File: src/rtl/tfr_pkg.sv
package tfr_pkg;

  localparam logic [7:0]  LEAD_FIRST     = 8'hAA;
  localparam logic [7:0]  LEAD_SECOND    = 8'h55;
  localparam logic [7:0]  TYPE_TELEMETRY = 8'h01;
  localparam logic [7:0]  TYPE_HELLO     = 8'h02;
  localparam logic [15:0] CRC_POLY       = 16'h1021;
  localparam logic [15:0] CRC_INIT       = 16'h0000;
  localparam logic [15:0] CO2_NONE       = 16'hFFFF;
  localparam logic [4:0]  TELEMETRY_LEN  = 5'd14;
  localparam logic [4:0]  HELLO_LEN      = 5'd17;
  localparam logic [4:0]  POS_TYPE       = 5'd2;
  localparam logic [4:0]  POS_PAYLOAD    = 5'd3;
  localparam int          PAYLOAD_DEPTH  = 13;
  localparam int          PAYLOAD_IDX_W  = $clog2(PAYLOAD_DEPTH);

  typedef struct packed {
    logic               frame_kind;
    logic [15:0]        co2_ppm;
    logic               co2_valid;
    logic signed [15:0] temperature;
    logic [15:0]        humidity;
    logic [15:0]        battery_mv;
    logic [7:0]         status_flags;
    logic [15:0]        fw_version;
    logic [7:0]         build_options;
    logic [31:0]        build_time;
    logic [31:0]        source_rev;
  } tfr_result_t;

  function automatic logic [15:0] crc_byte(input logic [15:0] crc, input logic [7:0] b);
    logic [15:0] c;
    c = crc ^ {b, 8'h00};
    for (int k = 0; k < 8; k++) begin
      c = c[15] ? ({c[14:0], 1'b0} ^ CRC_POLY) : {c[14:0], 1'b0};
    end
    return c;
  endfunction

endpackage

File: src/rtl/tfr_deframer.sv
module tfr_deframer (
  input  logic                 clk,
  input  logic                 rst,
  input  logic                 byte_valid,
  input  logic [7:0]           byte_data,
  input  logic                 paused,
  input  logic                 clear,
  output logic                 res_valid,
  output tfr_pkg::tfr_result_t res
);
  import tfr_pkg::*;

  logic                     lead_seen, lead_seen_next;
  logic [4:0]               byte_count, byte_count_next;
  logic                     frame_is_hello, frame_is_hello_next;
  logic [15:0]              running_crc, running_crc_next;
  logic [7:0]               payload [PAYLOAD_DEPTH];
  logic                     pay_we;
  logic [PAYLOAD_IDX_W-1:0] pay_idx;
  logic [4:0]               frame_len;
  logic [15:0]              crc_got;

  assign frame_len = frame_is_hello ? HELLO_LEN : TELEMETRY_LEN;
  assign pay_idx   = PAYLOAD_IDX_W'(byte_count - POS_PAYLOAD);
  assign crc_got   = {byte_data, frame_is_hello ? payload[12] : payload[9]};

  always_comb begin
    lead_seen_next      = lead_seen;
    byte_count_next     = byte_count;
    frame_is_hello_next = frame_is_hello;
    running_crc_next    = running_crc;
    pay_we              = 1'b0;
    res_valid           = 1'b0;
    if (byte_valid && !paused) begin
      if (!lead_seen) begin
        if (byte_count == 5'd1 && byte_data == LEAD_SECOND) begin
          lead_seen_next   = 1'b1;
          byte_count_next  = POS_TYPE;
          running_crc_next = CRC_INIT;
        end else begin
          byte_count_next = (byte_data == LEAD_FIRST) ? 5'd1 : 5'd0;
        end
      end else if (byte_count <= POS_TYPE) begin
        if (byte_data == TYPE_TELEMETRY || byte_data == TYPE_HELLO) begin
          frame_is_hello_next = (byte_data == TYPE_HELLO);
          running_crc_next    = crc_byte(CRC_INIT, byte_data);
          byte_count_next     = POS_PAYLOAD;
        end else begin
          lead_seen_next  = 1'b0;
          byte_count_next = 5'd0;
        end
      end else if (byte_count >= frame_len) begin
        lead_seen_next  = 1'b0;
        byte_count_next = 5'd0;
      end else if (byte_count + 5'd2 < frame_len) begin
        pay_we           = 1'b1;
        running_crc_next = crc_byte(running_crc, byte_data);
        byte_count_next  = byte_count + 5'd1;
      end else if (byte_count + 5'd2 == frame_len) begin
        pay_we          = 1'b1;
        byte_count_next = byte_count + 5'd1;
      end else begin
        lead_seen_next  = 1'b0;
        byte_count_next = 5'd0;
        res_valid       = (crc_got == running_crc);
      end
    end
    if (clear) begin
      lead_seen_next  = 1'b0;
      byte_count_next = 5'd0;
    end
  end

  always_ff @(posedge clk) begin
    if (rst) begin
      lead_seen      <= 1'b0;
      byte_count     <= 5'd0;
      frame_is_hello <= 1'b0;
      running_crc    <= CRC_INIT;
    end else begin
      lead_seen      <= lead_seen_next;
      byte_count     <= byte_count_next;
      frame_is_hello <= frame_is_hello_next;
      running_crc    <= running_crc_next;
    end
  end

  always_ff @(posedge clk) begin
    if (pay_we) begin
      payload[pay_idx] <= byte_data;
    end
  end

  always_comb begin
    res = '0;
    if (frame_is_hello) begin
      res.frame_kind    = 1'b1;
      res.fw_version    = {payload[2], payload[1]};
      res.build_options = payload[3];
      res.build_time    = {payload[7], payload[6], payload[5], payload[4]};
      res.source_rev    = {payload[11], payload[10], payload[9], payload[8]};
    end else begin
      res.frame_kind   = 1'b0;
      res.co2_ppm      = {payload[1], payload[0]};
      res.co2_valid    = ({payload[1], payload[0]} != CO2_NONE);
      res.temperature  = {payload[3], payload[2]};
      res.humidity     = {payload[5], payload[4]};
      res.battery_mv   = {payload[7], payload[6]};
      res.status_flags = payload[8];
    end
  end

endmodule

File: src/rtl/telemetry_frame_receiver.sv
// Serial telemetry deframer. Bytes come in on the in_valid/in_stall channel,
// one byte per transaction; decoded frames leave on out_valid/out_stall, one
// transaction per frame whose CRC-16 checks. Bad or unknown frames give nothing.
// The pause register is written over cfg_valid/cfg_ready (cfg_ready is always
// high); while it is set, bytes are taken and discarded, and clearing it
// restarts the lead hunt.
// Throughput: one byte per cycle while in_stall is low. A byte is held in an input
// register, then processed by the combinational CRC and field logic into a
// two-entry result queue, whose output register offers the result, or whose
// skid entry keeps it while the output stalls.
// When the receiver stalls, results wait in the queue; in_stall rises only when
// the queue together with the byte in flight could overflow it.
// Reset clears the pause register, the deframer and the queue; the payload
// store itself holds whatever it last received.
module telemetry_frame_receiver (
  input  logic               clk,
  input  logic               rst,
  input  logic               in_valid,
  output logic               in_stall,
  input  logic [7:0]         rx_byte,
  input  logic               cfg_valid,
  output logic               cfg_ready,
  input  logic               receive_paused,
  output logic               out_valid,
  input  logic               out_stall,
  output logic               frame_kind,
  output logic [15:0]        co2_ppm,
  output logic               co2_valid,
  output logic signed [15:0] temperature,
  output logic [15:0]        humidity,
  output logic [15:0]        battery_mv,
  output logic [7:0]         status_flags,
  output logic [15:0]        fw_version,
  output logic [7:0]         build_options,
  output logic [31:0]        build_time,
  output logic [31:0]        source_rev
);
  import tfr_pkg::*;

  logic        paused;
  logic        clear;
  logic        byte_v;
  logic [7:0]  byte_r;
  logic        res_valid;
  tfr_result_t res;
  tfr_result_t out_data;
  logic        skid_valid;
  tfr_result_t skid_data;
  logic        out_free;

  assign cfg_ready = 1'b1;
  assign clear     = cfg_valid && paused && !receive_paused;
  assign in_stall  = (out_valid && skid_valid) || ((out_valid || skid_valid) && byte_v);
  assign out_free  = !out_valid || !out_stall;

  always_ff @(posedge clk) begin
    if (rst) begin
      paused <= 1'b0;
    end else if (cfg_valid) begin
      paused <= receive_paused;
    end
  end

  always_ff @(posedge clk) begin
    if (rst) begin
      byte_v <= 1'b0;
    end else begin
      byte_v <= in_valid && !in_stall;
    end
  end

  always_ff @(posedge clk) begin
    if (in_valid && !in_stall) begin
      byte_r <= rx_byte;
    end
  end

  tfr_deframer u_deframer (
    .clk        (clk),
    .rst        (rst),
    .byte_valid (byte_v),
    .byte_data  (byte_r),
    .paused     (paused),
    .clear      (clear),
    .res_valid  (res_valid),
    .res        (res)
  );

  always_ff @(posedge clk) begin
    if (rst) begin
      out_valid  <= 1'b0;
      skid_valid <= 1'b0;
    end else if (out_free) begin
      if (skid_valid) begin
        out_valid  <= 1'b1;
        skid_valid <= res_valid;
      end else begin
        out_valid <= res_valid;
      end
    end else if (res_valid) begin
      skid_valid <= 1'b1;
    end
  end

  always_ff @(posedge clk) begin
    if (out_free) begin
      if (skid_valid) begin
        out_data  <= skid_data;
        skid_data <= res;
      end else begin
        out_data <= res;
      end
    end else if (res_valid) begin
      skid_data <= res;
    end
  end

  assign frame_kind    = out_data.frame_kind;
  assign co2_ppm       = out_data.co2_ppm;
  assign co2_valid     = out_data.co2_valid;
  assign temperature   = out_data.temperature;
  assign humidity      = out_data.humidity;
  assign battery_mv    = out_data.battery_mv;
  assign status_flags  = out_data.status_flags;
  assign fw_version    = out_data.fw_version;
  assign build_options = out_data.build_options;
  assign build_time    = out_data.build_time;
  assign source_rev    = out_data.source_rev;

  a_skid_behind_out: assert property (@(posedge clk) disable iff (rst)
    skid_valid |-> out_valid)
    else $error("skid entry held with output register empty");

  a_no_overflow: assert property (@(posedge clk) disable iff (rst)
    (res_valid && out_valid && out_stall) |-> !skid_valid)
    else $error("result queue overflow");

  a_result_source: assert property (@(posedge clk) disable iff (rst)
    res_valid |-> (byte_v && !paused))
    else $error("result without a processed byte");

  a_stall_guard: assert property (@(posedge clk) disable iff (rst)
    (in_valid && !in_stall) |=> !(out_valid && skid_valid && byte_v))
    else $error("byte taken with no room for its result");

endmodule
File: config.mk
export PLATFORM = sky130hd
export DESIGN_NAME = telemetry_frame_receiver
export DESIGN_NICKNAME = d
export VERILOG_FILES = /design/src/rtl/tfr_pkg.sv /design/src/rtl/tfr_deframer.sv /design/src/rtl/telemetry_frame_receiver.sv
export SDC_FILE = /design/constraint.sdc
export NUM_CORES = 1
export LEC_CHECK = 0
export BUFFER_PORTS_ARGS = -buffer_cell sky130_fd_sc_hd__buf_2
export CORE_AREA = 2 2 278 280
export DETAILED_ROUTE_END_ITERATION = 10
export DIE_AREA = 0 0 280 282
export PLACE_DENSITY_LB_ADDON = 0.25
export SETUP_SLACK_MARGIN = 0.5
export SKIP_CTS_REPAIR_TIMING = 1
export SLEW_MARGIN = 20
export SYNTH_ARGS = -nofsm -noshare
export SYNTH_HDL_FRONTEND = slang
export SYNTH_SLANG_ARGS = --single-unit
File: constraint.sdc
create_clock -name clk -period 40.5 [get_ports clk]
set_input_delay 10.125 -clock clk [delete_from_list [all_inputs] [get_ports clk]]
set_output_delay 10.125 -clock clk [all_outputs]
set_load 0.005 [all_outputs]
==> flow_summary.ini <==
[status]
status = finished clean

[logic_synthesis]
synth_nets = 1154
synth-warning-count = 0
yosysUniqueCellTypes = 62
async_flop_share_pct = 0
syn_inst = 1123
synth_ff_type = edfxtp_1
synth-seq-cells = 463
syn_avg_cell_area_um2 = 16.7
synth-seq-area-share_pct = 72.5
synth_edf_count = 436
synth_area_mm2 = 0.0188

[global_routing]
overflow = 0
grt_pass1_vias = 9930
antenna_found_initial = 3
grt_pass1_wl_um = 65200
grt_max_degree = 108
track_usage_pct = 11.1

[placed_design]
globalplace.congestion = 0.742
port_buffers = 177
pre_cts_slack_ns = 27.50
dp.final_hpwl_um = 26900

[worst_hold_path]
hold_depth = 2
min_path_type = flop to flop
hold_start = skid_data[161]
hold_end = frame_kind

[critical_path]
path_max_fanout = 74
arrival_ns = 12.54
critPathCaptureType = flop
reg2reg_from = u_deframer.byte_count[0]
r2r_slack_ns = 35.72
cp-startpoint = out_stall
required_ns = 40.69
cp_num_buf_inv = 3
r2r-end = skid_data[35]
worst_path_most_repeated_cell = buf_4
crit_family = buffers and inverters
reg2regPathDepth = 10
start_kind = primary input
slowest_delay_ns = 0.88
crit_slowest_cell = buf_4
critical_path_class = primary input to flop
crit_chain = buf_2 > nand2_4 > nand2_1 > o21ai_4 > buf_4 > buf_4

[layout]
final_cell_mix = edfxtp_1, buf_2, mux2_2, and2_1, nor2b_1
fillerInstances = 7526
final_layout_size_suffix_gt1_share_pct = 32.7
final_common_cell = edfxtp_1
diodes = 0
multiInputGateArea_mm2 = 0.00486
seq_area_mm2 = 0.0136
nets = 1340
post-route-util_pct = 29.6
area_growth_pct = 19.0

[floorplan]
dieWidth_um = 280
pin_count = 179
die_area_mm2 = 0.0790
coreArea_mm2 = 0.0757
placement_rows = 101
start_util_pct = 24.8
die_y_um = 282

[timing]
post-route-period-util_pct = 30.5
final.setup.worst_slack_ns = 28.15
finalSetupTns_ns = 0
whs_ns = 0.528
finalSetupViolations = 0
fmax_mhz = 81.0
rsz0062_at_grt = false
skew_ns = 0.0175
finalHoldViolations = 0
finalMaxSlewViolations = 0
max_slew_margin_pct = 32.8
fin_crit_ns = 12.35
tightestPinTransition_ns = 0.999

[run]
max_cap_violations = 0

[routing]
drc = 0
ant_nets = 0
drt_first_pass_iters = 4
dr.first_iter.drc_count = 475
wire_per_inst_um = 19.2
routed_via_density = 4.16
vias = 9692
routed_wl_um = 44700

[pwr]
p_total_mw = 0.975
ir_drop_mv = 0.0229
power_leakage_nw = 8.45
p_per_area_mw_per_mm2 = 43.6

[clock_network]
cts_tree = yes
cts_buffers = 51
cts.htree.levels = 2
cts_buffer_depth = 3
cts_sinks = 463
clkTransAtPathRegs_ns = 0.06
clock_latency_ns = 0.58
cts_root_buf = clkbuf_16
## flip-flops by register name, summed over array words and instances (netlist names)
| register | flops |
|---|---|
| out_valid | 1 |
| byte_v | 1 |
| temperature | 16 |
| source_rev | 32 |
| paused | 1 |
| byte_r | 8 |
| co2_valid | 1 |
| build_options | 8 |
| build_time | 32 |
| skid_data | 162 |
| u_deframer.running_crc | 16 |
| status_flags | 8 |
| u_deframer.payload | 104 |
| skid_valid | 1 |
| u_deframer.byte_count | 5 |
| u_deframer.lead_seen | 1 |
| fw_version | 16 |
| battery_mv | 16 |
| humidity | 16 |
| u_deframer.frame_is_hello | 1 |
| frame_kind | 1 |
| co2_ppm | 16 |
## how the worst max path moves through the flow
stage	endpoint	slack (ns)	cells past startpoint
after floorplan	skid_data[0]	17.95	2
after global placement	skid_data[122]	27.54	6
after detailed placement	skid_data[125]	27.50	6
after CTS	skid_data[122]	28.12	6
after global routing	skid_data[35]	27.97	6
final	skid_data[35]	28.15	6
## worst reg2reg max path: cells and delay by family (launching register included)
| family | cells | cell delay, ns |
|---|---|---|
| flip-flops | 1 | 0.47 |
| AND/OR/NAND/NOR | 3 | 0.67 |
| AO/OA/AOI/OAI | 3 | 1.30 |
| adder cells (fa/ha/maj) | 1 | 0.32 |
| buffers and inverters | 3 | 1.55 |
## cell usage after synthesis (all sizes together), types with 3 or more instances
cell type	instances	area [um^2]
and3	3	18.8
mux2	160	1800
ha	17	213
o21ai	24	131
buf	33	204
xnor2	37	324
mux2i	9	90.1
and2	102	638
inv	7	26.3
nor2	14	55.1
nand4	11	68.8
xor2	22	193
nor4	4	46.3
nand3	5	37.5
a21oi	26	141
nor3	6	51.3
nor2b	80	503
dfxtp	27	541
nand2	25	93.8
nand4b	17	149
clkbuf	29	109
edfxtp	436	13100
## power breakdown
part | leakage [nW] | internal (mW) | switching (mW)
clock network | 0.774 | 0.255 | 0.189
logic | 2.98 | 0.00338 | 0.00891
registers | 4.70 | 0.518 | 0.000467
## area by class of cell
| cell class | count | area share [%] |
|---|---|---|
| multi-input combinational | 591 | 21.7 |
| sequential | 463 | 60.9 |
| timing repair buffer | 195 | 4.65 |
| inverter | 7 | 0.140 |
| clock buffer | 66 | 6.05 |
| clock inverter | 28 | 1.05 |
| tap | 978 | 5.47 |
## stage by stage
stage	instance area [um^2]	std cells
floorplan	18800	1123
global placement	20800	2233
detailed placement	20800	2233
CTS	22400	2327
global route	22400	2328
finish	22400	2328
## cells by family (layout without fill, tap and decap cells)
logic type | count (synthesis) | after routing | synth area share, %
AO/OA/AOI/OAI | 67 | 67 | 2.35
XOR/XNOR | 59 | 59 | 2.75
adder cells (fa/ha/maj) | 18 | 18 | 1.18
buffers and inverters | 69 | 296 | 1.80
flip-flops | 463 | 463 | 72.5
multiplexers | 169 | 169 | 10.1
other | 1 | 1 | 0.0199
AND/OR/NAND/NOR | 277 | 277 | 9.32
## layer usage
layer  vias up  wire length (um)  global-route usage, %
met5         -                12                      0
met1      4865             21300                   15.3
li1       4545                 -                      -
met4         2               932                   3.17
met3        59              2030                   2.31
met2       221             20400                   17.5
No activity file was read; power rests on OpenSTA's default activity.
